===== config.mk =====
export PLATFORM = sky130hd
export DESIGN_NAME = lcd_nibble_shift_writer_unit_flat
export DESIGN_NICKNAME = d
export VERILOG_FILES = /design/src/rtl/lnsw_pkg.sv /design/src/rtl/lnsw_if.sv /design/src/rtl/lnsw_front.sv /design/src/rtl/lnsw_fifo.sv /design/src/rtl/lnsw_back.sv /design/src/rtl/lcd_nibble_shift_writer_unit.sv /design/src/flat_wrapper.sv
export SDC_FILE = /design/constraint.sdc
export NUM_CORES = 1
export LEC_CHECK = 0
export ABC_AREA = 1
export BUFFER_PORTS_ARGS = -buffer_cell sky130_fd_sc_hd__buf_2
export CORE_UTILIZATION = 60
export CTS_BUF_LIST = sky130_fd_sc_hd__clkbuf_8
export CTS_CLUSTER_DIAMETER = 30
export DETAILED_ROUTE_END_ITERATION = 6
export GPL_TIMING_DRIVEN = 0
export PLACE_DENSITY_LB_ADDON = 0.12
export SLEW_MARGIN = 15
export SYNTH_ARGS = -nofsm -noshare
export SYNTH_HDL_FRONTEND = slang
export SYNTH_HIERARCHICAL = 1
export SYNTH_SLANG_ARGS = --single-unit

===== constraint.sdc =====
create_clock -name clk -period 3.2 [get_ports clk]
set_clock_uncertainty 0.2 [all_clocks]
set_input_delay 0.64 -clock clk [delete_from_list [all_inputs] [get_ports clk]]
set_output_delay 0.64 -clock clk [all_outputs]
set_load 0.03 [all_outputs]

===== src/rtl/lnsw_pkg.sv =====
`timescale 1ns / 1ps

package lnsw_pkg;

	// Input kind codes.
	localparam logic [1:0] KIND_CMD    = 2'd0;
	localparam logic [1:0] KIND_DATA   = 2'd1;
	localparam logic [1:0] KIND_NIBBLE = 2'd2;
	localparam logic [1:0] KIND_UNUSED = 2'd3;

	// Positions of register select and enable in the shift register image.
	localparam int unsigned RS_BIT_POS = 0;
	localparam int unsigned EN_BIT_POS = 1;

	// Field widths.
	localparam int unsigned KIND_W  = 2;
	localparam int unsigned VALUE_W = 8;
	localparam int unsigned HOLD_W  = 10;
	localparam int unsigned IMAGE_W = 8;

	// Reset value of the hold time register.
	localparam logic [HOLD_W-1:0] HOLD_RESET = 10'd100;

	// Event sequencer limits: eight shift events, then the latch event.
	localparam logic [3:0] LATCH_IDX = 4'd8;
	// Three images per nibble: enable low, high, low.
	localparam logic [1:0] IMG_EN_HIGH = 2'd1;
	localparam logic [1:0] IMG_LAST    = 2'd2;

	// Strobe codes.
	localparam logic STROBE_SHIFT = 1'b0;
	localparam logic STROBE_LATCH = 1'b1;

	// One classified job between the front and back end.
	typedef struct packed {
		logic               two_nib;
		logic               rs;
		logic [VALUE_W-1:0] data;
	} job_t;

endpackage


===== src/rtl/lnsw_if.sv =====
`timescale 1ns / 1ps

// Input word channel.
interface lnsw_item_if;
	import lnsw_pkg::*;
	logic               valid;
	logic               ready;
	logic [KIND_W-1:0]  kind;
	logic [VALUE_W-1:0] value;
	modport source (output valid, output kind, output value, input ready);
	modport sink (input valid, input kind, input value, output ready);
endinterface

// Pin event channel.
interface lnsw_result_if;
	import lnsw_pkg::*;
	logic              valid;
	logic              ready;
	logic              serial_bit;
	logic              strobe_res;
	logic [HOLD_W-1:0] hold_us;
	logic              last;
	modport source (output valid, output serial_bit, output strobe_res, output hold_us,
		output last, input ready);
	modport sink (input valid, input serial_bit, input strobe_res, input hold_us,
		input last, output ready);
endinterface

// Configuration write channel for the hold time register.
interface lnsw_cfg_if;
	import lnsw_pkg::*;
	logic              valid;
	logic              ready;
	logic [HOLD_W-1:0] data;
	modport source (output valid, output data, input ready);
	modport sink (input valid, input data, output ready);
endinterface


===== src/rtl/lnsw_front.sv =====
`timescale 1ns / 1ps

module lnsw_front (
	input  logic          clk,
	input  logic          arst_n,
	lnsw_item_if.sink     item,
	output logic          push_valid,
	input  logic          push_ready,
	output lnsw_pkg::job_t push_job
);
	import lnsw_pkg::*;

	logic valid_s1;
	job_t job_s1;
	job_t job_d;
	logic keep_d;

	// Classify the incoming word into a job; the unused kind is dropped.
	always_comb begin
		job_d  = '0;
		keep_d = 1'b1;
		unique case (item.kind)
			KIND_CMD: begin
				job_d.two_nib = 1'b1;
				job_d.rs      = 1'b0;
				job_d.data    = item.value;
			end
			KIND_DATA: begin
				job_d.two_nib = 1'b1;
				job_d.rs      = 1'b1;
				job_d.data    = item.value;
			end
			KIND_NIBBLE: begin
				// The single nibble goes to the high half, which is sent first.
				job_d.two_nib = 1'b0;
				job_d.rs      = 1'b0;
				job_d.data    = {item.value[3:0], 4'b0000};
			end
			KIND_UNUSED: begin
				keep_d = 1'b0;
			end
			default: begin
				keep_d = 1'b0;
			end
		endcase
	end

	assign item.ready = !valid_s1 || push_ready;

	// Stage register in front of the queue.
	always_ff @(posedge clk or negedge arst_n) begin
		if (!arst_n) begin
			valid_s1 <= 1'b0;
		end else if (item.ready) begin
			valid_s1 <= item.valid && keep_d;
		end
	end

	always_ff @(posedge clk) begin
		if (item.ready) begin
			job_s1 <= job_d;
		end
	end

	assign push_valid = valid_s1;
	assign push_job   = job_s1;

endmodule


===== src/rtl/lnsw_fifo.sv =====
`timescale 1ns / 1ps

module lnsw_fifo #(
	parameter int unsigned DEPTH = 2
) (
	input  logic           clk,
	input  logic           arst_n,
	input  logic           push_valid,
	output logic           push_ready,
	input  lnsw_pkg::job_t push_job,
	output logic           pop_valid,
	input  logic           pop_ready,
	output lnsw_pkg::job_t pop_job
);
	import lnsw_pkg::*;

	localparam int unsigned PTR_W = (DEPTH > 1) ? $clog2(DEPTH) : 1;
	localparam int unsigned CNT_W = $clog2(DEPTH + 1);

	job_t             mem_q [DEPTH];
	logic [PTR_W-1:0] wr_ptr_q;
	logic [PTR_W-1:0] rd_ptr_q;
	logic [CNT_W-1:0] count_q;
	logic             do_push;
	logic             do_pop;

	assign push_ready = (count_q != CNT_W'(DEPTH));
	assign pop_valid  = (count_q != '0);
	assign do_push    = push_valid && push_ready;
	assign do_pop     = pop_valid && pop_ready;
	assign pop_job    = mem_q[rd_ptr_q];

	// Pointer and fill count bookkeeping.
	always_ff @(posedge clk or negedge arst_n) begin
		if (!arst_n) begin
			wr_ptr_q <= '0;
			rd_ptr_q <= '0;
			count_q  <= '0;
		end else begin
			if (do_push) begin
				wr_ptr_q <= (wr_ptr_q == PTR_W'(DEPTH - 1)) ? '0 : wr_ptr_q + 1'b1;
			end
			if (do_pop) begin
				rd_ptr_q <= (rd_ptr_q == PTR_W'(DEPTH - 1)) ? '0 : rd_ptr_q + 1'b1;
			end
			if (do_push && !do_pop) begin
				count_q <= count_q + 1'b1;
			end else if (do_pop && !do_push) begin
				count_q <= count_q - 1'b1;
			end
		end
	end

	// Entry storage.
	always_ff @(posedge clk) begin
		if (do_push) begin
			mem_q[wr_ptr_q] <= push_job;
		end
	end

endmodule


===== src/rtl/lnsw_back.sv =====
`timescale 1ns / 1ps

module lnsw_back (
	input  logic           clk,
	input  logic           arst_n,
	input  logic           pop_valid,
	output logic           pop_ready,
	input  lnsw_pkg::job_t pop_job,
	lnsw_cfg_if.sink       cfg,
	lnsw_result_if.source  result
);
	import lnsw_pkg::*;

	logic              busy_q;
	job_t              job_q;
	logic              nib_q;
	logic [1:0]        img_q;
	logic [3:0]        bit_q;
	logic [HOLD_W-1:0] hold_q;
	logic              out_valid_q;
	logic              serial_q;
	logic              strobe_q;
	logic [HOLD_W-1:0] hold_out_q;
	logic              last_q;

	logic               advance;
	logic               emit;
	logic               is_latch;
	logic               is_last_img;
	logic               final_nib;
	logic               done_ev;
	logic [3:0]         nibble;
	logic [IMAGE_W-1:0] image;

	// Hold time register; writes are always taken.
	assign cfg.ready = 1'b1;

	always_ff @(posedge clk or negedge arst_n) begin
		if (!arst_n) begin
			hold_q <= HOLD_RESET;
		end else if (cfg.valid) begin
			hold_q <= cfg.data;
		end
	end

	// Build the register image of the current nibble and enable phase.
	always_comb begin
		nibble = nib_q ? job_q.data[3:0] : job_q.data[7:4];
		image  = {nibble, 4'b0000} | (IMAGE_W'(job_q.rs) << RS_BIT_POS);
		if (img_q == IMG_EN_HIGH) begin
			image = image | (IMAGE_W'(1) << EN_BIT_POS);
		end
	end

	assign advance     = !out_valid_q || result.ready;
	assign emit        = busy_q && advance;
	assign is_latch    = (bit_q == LATCH_IDX);
	assign is_last_img = (img_q == IMG_LAST);
	assign final_nib   = nib_q || !job_q.two_nib;
	assign done_ev     = emit && is_latch && is_last_img && final_nib;

	// The next job is taken on the final event of the current one, so events run on.
	assign pop_ready = !busy_q || done_ev;

	// Event sequencer: nibble, image and bit counters.
	always_ff @(posedge clk or negedge arst_n) begin
		if (!arst_n) begin
			busy_q <= 1'b0;
			nib_q  <= 1'b0;
			img_q  <= '0;
			bit_q  <= '0;
		end else if (pop_valid && pop_ready) begin
			busy_q <= 1'b1;
			nib_q  <= 1'b0;
			img_q  <= '0;
			bit_q  <= '0;
		end else begin
			if (done_ev) begin
				busy_q <= 1'b0;
			end
			if (emit) begin
				if (is_latch) begin
					bit_q <= '0;
					if (is_last_img) begin
						img_q <= '0;
						nib_q <= 1'b1;
					end else begin
						img_q <= img_q + 1'b1;
					end
				end else begin
					bit_q <= bit_q + 1'b1;
				end
			end
		end
	end

	always_ff @(posedge clk) begin
		if (pop_valid && pop_ready) begin
			job_q <= pop_job;
		end
	end

	// Output register.
	always_ff @(posedge clk or negedge arst_n) begin
		if (!arst_n) begin
			out_valid_q <= 1'b0;
		end else if (advance) begin
			out_valid_q <= emit;
		end
	end

	always_ff @(posedge clk) begin
		if (emit) begin
			if (is_latch) begin
				serial_q   <= image[0];
				strobe_q   <= STROBE_LATCH;
				hold_out_q <= is_last_img ? hold_q : '0;
				last_q     <= is_last_img && final_nib;
			end else begin
				// Most significant bit first: bit index b sends image bit 7 - b.
				serial_q   <= image[~bit_q[2:0]];
				strobe_q   <= STROBE_SHIFT;
				hold_out_q <= '0;
				last_q     <= 1'b0;
			end
		end
	end

	assign result.valid      = out_valid_q;
	assign result.serial_bit = serial_q;
	assign result.strobe_res = strobe_q;
	assign result.hold_us    = hold_out_q;
	assign result.last       = last_q;

endmodule


===== src/rtl/lcd_nibble_shift_writer_unit.sv =====
`timescale 1ns / 1ps
// Path: a word passes the front-end stage register, the job queue, the back-end event sequencer
// and the output register. Throughput: one pin event per cycle while the result channel is ready,
// so a byte gives 54 pin events, a single nibble 27, and an unused kind is dropped at the front end.
// The job queue lets the front end take new words while the sequencer is busy.
// Reset: arst_n clears all control state asynchronously and sets the hold time to 100 us.
module lcd_nibble_shift_writer_unit #(
	parameter int unsigned QUEUE_DEPTH = 2
) (
	input  logic          clk,
	input  logic          arst_n,
	lnsw_item_if.sink     item,
	lnsw_cfg_if.sink      cfg,
	lnsw_result_if.source result
);
	import lnsw_pkg::*;

	logic push_valid;
	logic push_ready;
	job_t push_job;
	logic pop_valid;
	logic pop_ready;
	job_t pop_job;

	lnsw_front u_front (
		.clk        (clk),
		.arst_n     (arst_n),
		.item       (item),
		.push_valid (push_valid),
		.push_ready (push_ready),
		.push_job   (push_job)
	);

	lnsw_fifo #(
		.DEPTH (QUEUE_DEPTH)
	) u_fifo (
		.clk        (clk),
		.arst_n     (arst_n),
		.push_valid (push_valid),
		.push_ready (push_ready),
		.push_job   (push_job),
		.pop_valid  (pop_valid),
		.pop_ready  (pop_ready),
		.pop_job    (pop_job)
	);

	lnsw_back u_back (
		.clk       (clk),
		.arst_n    (arst_n),
		.pop_valid (pop_valid),
		.pop_ready (pop_ready),
		.pop_job   (pop_job),
		.cfg       (cfg),
		.result    (result)
	);

endmodule


===== src/flat_wrapper.sv =====
// flat-port wrapper written by rule: the top's interface ports become plain ports
module lcd_nibble_shift_writer_unit_flat import lnsw_pkg::*;
#(
	parameter int unsigned QUEUE_DEPTH = 2
)
  (clk, arst_n, item_valid, item_kind, item_value, item_ready, cfg_valid, cfg_data, cfg_ready, result_valid, result_serial_bit, result_strobe_res, result_hold_us, result_last, result_ready);
  lnsw_item_if item_i ();
  lnsw_cfg_if cfg_i ();
  lnsw_result_if result_i ();
  input  logic clk;
  input  logic arst_n;
  input wire logic [$bits(item_i.valid)-1:0] item_valid;
  input wire logic [$bits(item_i.kind)-1:0] item_kind;
  input wire logic [$bits(item_i.value)-1:0] item_value;
  output wire logic [$bits(item_i.ready)-1:0] item_ready;
  input wire logic [$bits(cfg_i.valid)-1:0] cfg_valid;
  input wire logic [$bits(cfg_i.data)-1:0] cfg_data;
  output wire logic [$bits(cfg_i.ready)-1:0] cfg_ready;
  output wire logic [$bits(result_i.valid)-1:0] result_valid;
  output wire logic [$bits(result_i.serial_bit)-1:0] result_serial_bit;
  output wire logic [$bits(result_i.strobe_res)-1:0] result_strobe_res;
  output wire logic [$bits(result_i.hold_us)-1:0] result_hold_us;
  output wire logic [$bits(result_i.last)-1:0] result_last;
  input wire logic [$bits(result_i.ready)-1:0] result_ready;
  assign item_i.valid = item_valid;
  assign item_i.kind = item_kind;
  assign item_i.value = item_value;
  assign item_ready = item_i.ready;
  assign cfg_i.valid = cfg_valid;
  assign cfg_i.data = cfg_data;
  assign cfg_ready = cfg_i.ready;
  assign result_valid = result_i.valid;
  assign result_serial_bit = result_i.serial_bit;
  assign result_strobe_res = result_i.strobe_res;
  assign result_hold_us = result_i.hold_us;
  assign result_last = result_i.last;
  assign result_i.ready = result_ready;
  lcd_nibble_shift_writer_unit #(.QUEUE_DEPTH(QUEUE_DEPTH)) u_core (.clk(clk), .arst_n(arst_n), .item(item_i), .cfg(cfg_i), .result(result_i));
endmodule

After elaboration in Yosys (flattened, before gate mapping)
Memory sizes are Yosys's and may differ from the RTL's. A register that Yosys moved wholly into a read port is not among the register bits. Index checks and enable logic that the tools add are counted.

Register bits: 47. Bits in latches: 0. Bits in writable memories: 20. ROM bits: 0. Input port bits: 25. Output and inout port bits: 16. Word-level logic and storage cells: 91. Memories: 1.

Memories: u_core.u_fifo.mem_q (depth 2, bits a word 10, rd ports 1, clocked after Yosys merged registers in 1, write ports 1, line lnsw_fifo.sv:20) `job_t mem_q [DEPTH];`.

$add $sub $neg: 6. Multiply operators: 0. Div/mod/pow operators: 0. Order comparisons: 1. Equality and inequality tests: 7. Shift operators: 0. Mux-type cells: 27. Bitwise operators: 2. Reductions and logical operators: 30.

Operators with widths (number): $pmux 10 s3 (1); $mux 4 (4); $mux 1 (14); $mux 2 (7); $reduce_bool 2->1 (6); $logic_and 1x1->1 (10); $or 8x1->8 (1); $eq 2x2->1 const B (3); $logic_not 1->1 (6); $add 2x1->2 const B (2); $add 4x1->4 const B (1); $eq 2x1->1 const B (2); $eq 4x4->1 const B (1); $logic_or 1x1->1 (4); $lt 3x4->1 const B (1); $reduce_and 2->1 (2); $bmux 1 s3 (1); $not 3->3 (1); $reduce_and 3->1 (1); $add 1x1->1 const B (2); $logic_not 2->1 (1); $ne 2x2->1 const B (1); $sub 2x1->2 const B (1).

Depth between registers and ports, before layout
Depth in word-level cells: 11. Mapped depth: 13. Gate-level depth less buffers: 13.

By module
Netlist, hierarchy kept.

Modules (own cells, without submodules): lnsw_back (times used 1, cells an instance 171, area an instance 1780.5 um^2, seq. area each 1169.9 um^2); lnsw_fifo (times used 1, cells an instance 81, area an instance 974.7 um^2, seq. area each 700.7 um^2); lnsw_front (times used 1, cells an instance 40, area an instance 449.2 um^2, seq. area each 325.3 um^2).

Worst setup path after synthesis
OpenSTA, ideal clock, no wires.

Path type: in2reg. From: input result_ready. To: register u_core.u_fifo.count_q[1]. Setup time: 0.117 ns. Data arrival time: 1.782 ns. Required time: 2.883 ns. Setup slack: 1.101 ns. Stages on the path: 12. Path buffers: 0. Cells stage by stage: inv_1 -> nand2_2 -> nand2_2 -> clkinv_2 -> nand3_2 -> nand2_2 -> nand2_2 -> ha_1 -> inv_1 -> nand3_1 -> nand2_1 -> nand2_1.

Longest elaborated chain between the ends: 10. Elaborated cells between the ends (all ways): 12. Classes of those cells: mux: 1; reduce/logical: 11.

Ends and longest elaborated chain: from (decl) (line flat_wrapper.sv:24) `input wire logic [$bits(result_i.ready)-1:0] result_ready;`; $logic_or 1x1->1 (*) (line lnsw_back.sv:55) `assign advance = !out_valid_q || result.ready;`; $logic_and 1x1->1 (*) (line lnsw_back.sv:56) `assign emit = busy_q && advance;`; via u_core.u_back.emit (line lnsw_back.sv:27) `logic emit;`; $logic_and 1x1->1 (*) (3 in series) (line lnsw_back.sv:60) `assign done_ev = emit && is_latch && is_last_img && final_nib;`; $logic_or 1x1->1 (*) (line lnsw_back.sv:63) `assign pop_ready = !busy_q || done_ev;`; via u_core.pop_ready (line lcd_nibble_shift_writer_unit.sv:22) `logic pop_ready;`; $logic_and 1x1->1 (*) (line lnsw_fifo.sv:30) `assign do_pop = pop_valid && pop_ready;`; $logic_not 1->1 (line lnsw_fifo.sv:46) `if (do_push && !do_pop) begin`; $logic_and 1x1->1 (line lnsw_fifo.sv:46); $mux 2 / $reduce_bool 2->1 (equally long branches); to (signal assigned) (line lnsw_fifo.sv:47) `count_q <= count_q + 1'b1;`; to (signal assigned) (line lnsw_fifo.sv:49) `count_q <= count_q - 1'b1;`; to (decl) (line lnsw_fifo.sv:23) `logic [CNT_W-1:0] count_q;`.

The timed path passes the listed nets; every way through them passes the cells marked *. A chain may end at the register's enable or synchronous reset.

Worst setup path after layout
From: register u_core.u_fifo.count_q[0]. To: output item_ready.

Longest elaborated chain between the ends: 2.

Ends and longest elaborated chain: $ne 2x2->1 (line lnsw_fifo.sv:27) `assign push_ready = (count_q != CNT_W'(DEPTH));`; via u_core.push_ready (line lcd_nibble_shift_writer_unit.sv:19) `logic push_ready;`; $logic_or 1x1->1 (line lnsw_front.sv:48) `assign item.ready = !valid_s1 || push_ready;`; to (decl) (line flat_wrapper.sv:15) `output wire logic [$bits(item_i.ready)-1:0] item_ready;`.

The timed path passes the listed nets, and every way through them passes these cells.

==> impl_metrics.env <==
export IMPL_status="finished, final reports clean"
export IMPL_die_w_um=75.1
export IMPL_grt_pass1_vias=1742
export IMPL_crit_arrival_ns=1.54
export IMPL_place_congestion=0.788
export IMPL_syn_mean_instance_area_sq_um=11.0
export IMPL_detail_route_iter0_violations=96
export IMPL_hp_class="in -> async"
export IMPL_coreArea_sq_um=5140
export IMPL_area_delta_synth_final_pct=14.9
export IMPL_cts_sinks=77
export IMPL_finalHoldWorstSlack_ns=0.0691
export IMPL_worst_slew_pin_slew_ns=0.851
export IMPL_rsz0062_at_grt="no"
export IMPL_cts_inserted_buffers=9
export IMPL_mostFrequentLayoutCell="nand2_1"
export IMPL_nets=369
export IMPL_clk_latency_ns=0.34
export IMPL_ir_drop_uv=399
export IMPL_tritoncts="built"
export IMPL_wl_per_cell_um=11.0
export IMPL_path_max_fanout=12
export IMPL_synthXorXnorAreaFrac_pct=1.05
export IMPL_antenna_found_initial=0
export IMPL_drv_slew=0
export IMPL_fmax_mhz=420
export IMPL_cts_resized=0
export IMPL_wirelength_um=4580
export IMPL_ys_ff_latch=77
export IMPL_initial_core_util_pct=62.3
export IMPL_dieArea_sq_um=5640
export IMPL_finalCritPeriodShare_pct=74.4
export IMPL_port_buffers=38
export IMPL_start_kind="flip-flop"
export IMPL_relSlewSlack_pct=43.1
export IMPL_drt_pass1_iterations=4
export IMPL_synth_area_mux_share_pct=0
export IMPL_syn_num_nets=320
export IMPL_ctsHoldBuffers=0
export IMPL_synth_compound_area_share_pct=3.44
export IMPL_power_density_nw_per_um2=748
export IMPL_remaining_drc_errors=0
export IMPL_yosysSeqAreaShare_pct=68.5
export IMPL_synth_fa_ha_area_share_pct=1.17
export IMPL_pin_count=41
export IMPL_drive_gt1_share_pct=24.6
export IMPL_vias=1984
export IMPL_cts_root_buffer="clkbuf_8"
export IMPL_period_needed_ns=2.38
export IMPL_vias_per_cell=4.77
export IMPL_syn_inst=292
export IMPL_cts_max_level=3
export IMPL_critPathKind="reg -> out"
export IMPL_cp_data_required_time_ns=2.36
export IMPL_grt_max_degree=25
export IMPL_synth_top_family_by_area="simple AND/OR/NAND/NOR gates"
export IMPL_synth_warning_count=6
export IMPL_stdcell_count=416
export IMPL_setup_tns_ns=0
export IMPL_yosys_area_share_simple_pct=18.7
export IMPL_yosys_cell_types_count=31
export IMPL_cts_setup_buffers=0
export IMPL_final_antenna_net_count=0
export IMPL_worst_setup_path_end_kind="primary output"
export IMPL_final_cell_mix="nand2_1, edfxtp_1, buf_2"
export IMPL_die_h_um=75.1
export IMPL_row_count=26
export IMPL_synth_cell_area_sq_um=3200
export IMPL_overflow=0
export IMPL_dp_cells=400
export IMPL_r2r_setup_slack_ns=1.07
export IMPL_max_cap_violations=0
export IMPL_setup_viol=0
export IMPL_grt_pass1_wl_um=7460
export IMPL_diodes=0
export IMPL_clkSlewWorstSetupHoldPaths_ns=0.08
export IMPL_clock_path_buffers=2
export IMPL_hold_viol=0
export IMPL_p_leak_uw=0.00173
export IMPL_dp_hpwl_um=3240
export IMPL_grt_usage_pct=18.6
==> state kept, by name, summed over array words and instances, names as in the netlist <==
name / flops
u_core/u_back/result.strobe_res: 1
u_core/u_back/job_q: 10
u_core/u_back/result.last: 1
u_core/u_back/nib_q: 1
u_core/u_fifo/mem_q: 20
u_core/u_front/push_job: 10
u_core/u_back/result.valid: 1
u_core/u_fifo/wr_ptr_q: 1
u_core/u_fifo/count_q: 2
u_core/u_back/hold_q: 10
u_core/u_back/busy_q: 1
u_core/u_back/result.hold_us: 10
u_core/u_back/bit_q: 4
u_core/u_fifo/rd_ptr_q: 1
u_core/u_front/push_valid: 1
u_core/u_back/result.serial_bit: 1
u_core/u_back/img_q: 2
==> kinds of logic (layout without fill, tap and decap cells) <==
logic type | after synthesis | after routing
AND/OR/NAND/NOR | 136 | 136
flip-flops | 77 | 77
buffers and inverters | 52 | 106
AO/OA/AOI/OAI | 20 | 20
adder cells (fa/ha/maj) | 3 | 3
XOR/XNOR | 3 | 3
other | 1 | 1
==> Yosys cell counts <==
cell type  count  area, sq um
nand4_1        2         12.5
nor2_2         2         12.5
clkbuf_1       2         7.51
ha_1           3         37.5
nand2_4        3         33.8
o21ai_0       13         65.1
dfstp_2        3         78.8
nand3_1       15         75.1
nand3_2        3         30.0
xor2_2         1         16.3
clkinv_2       1         5.00
buf_6          3         33.8
xor2_1         1         8.76
xnor2_1        1         8.76
buf_4          1         7.51
dfrtp_1       21          526
inv_1         38          143
conb_1         1         3.75
buf_2          1         5.00
a21oi_1        3         15.0
nor3_1         1         5.00
o31ai_1        1         7.51
o21ai_1        1         5.00
a21oi_2        1         8.76
inv_2          6         22.5
o21ai_2        1         8.76
nand2_1       80          300
or2_1          1         6.26
nor2_1        23         86.3
edfxtp_1      53         1590
nand2_2        6         37.5
==> metal layers <==
metal | vias up | track usage (%) | routed length [um]
met5 | - | 0 | 0
met4 | 0 | 11.3 | 109
met3 | 9 | 4.02 | 118
met2 | 39 | 30.6 | 2270
met1 | 907 | 22.6 | 2080
li1 | 1029 | - | -
==> metrics by stage <==
stage / area, sq um / util, % / power, uW / worst slack, ns
global route: 3680 / 71.6 / 2930 / 0.686
floorplan: 3200 / - / 1910 / 1.10
global placement: 3480 / 67.7 / 2040 / 0.837
CTS: 3680 / 71.6 / 2780 / 0.793
finish: 3680 / 71.6 / 2750 / 0.821
detailed placement: 3480 / 67.7 / 2070 / 0.810
==> report_power, final <==
group          internal, uW  total, uW  switching (uW)
combinational           207        611             405
clock                   362        713             350
sequential             1320       1430             108
total                  1890       2750             864
==> worst max-delay path: stages, from the launching register on <==
cell and delay (ns):
dfrtp_1 0.40, inv_2 0.08, nand2_4 0.07, inv_1 0.04, nand2_1 0.33, buf_2 0.28
==> layout make-up <==
| class | count | area (sq um) |
|---|---|---|
| inverters | 45 | 170 |
| multi-input cells | 163 | 785 |
| flip-flops and latches | 77 | 2200 |
| clock buffers | 9 | 124 |
| well taps | 70 | 87.6 |
| repair buffers | 38 | 190 |
| plain buffers | 7 | 53.8 |
| fillers | 386 | 1460 |
| clock inverters | 7 | 76.3 |
==> path summary, 6_finish.rpt <==
kind	cells after the start	end	start
hold reg to reg	0	u_core/u_fifo/mem_q[0][7]	u_core/u_front/push_job[7]
hold / removal	1	u_core/u_back/bit_q[3]	arst_n
setup / recovery	5	item_ready	u_core/u_fifo/count_q[0]
setup reg to reg	12	u_core/u_fifo/count_q[1]	u_core/u_back/bit_q[1]
max in group asynchronous	1	u_core/u_back/hold_q[2]	arst_n
min in group clk	0	u_core/u_fifo/mem_q[0][7]	u_core/u_front/push_job[7]
Power figures use the tool's default switching activity.
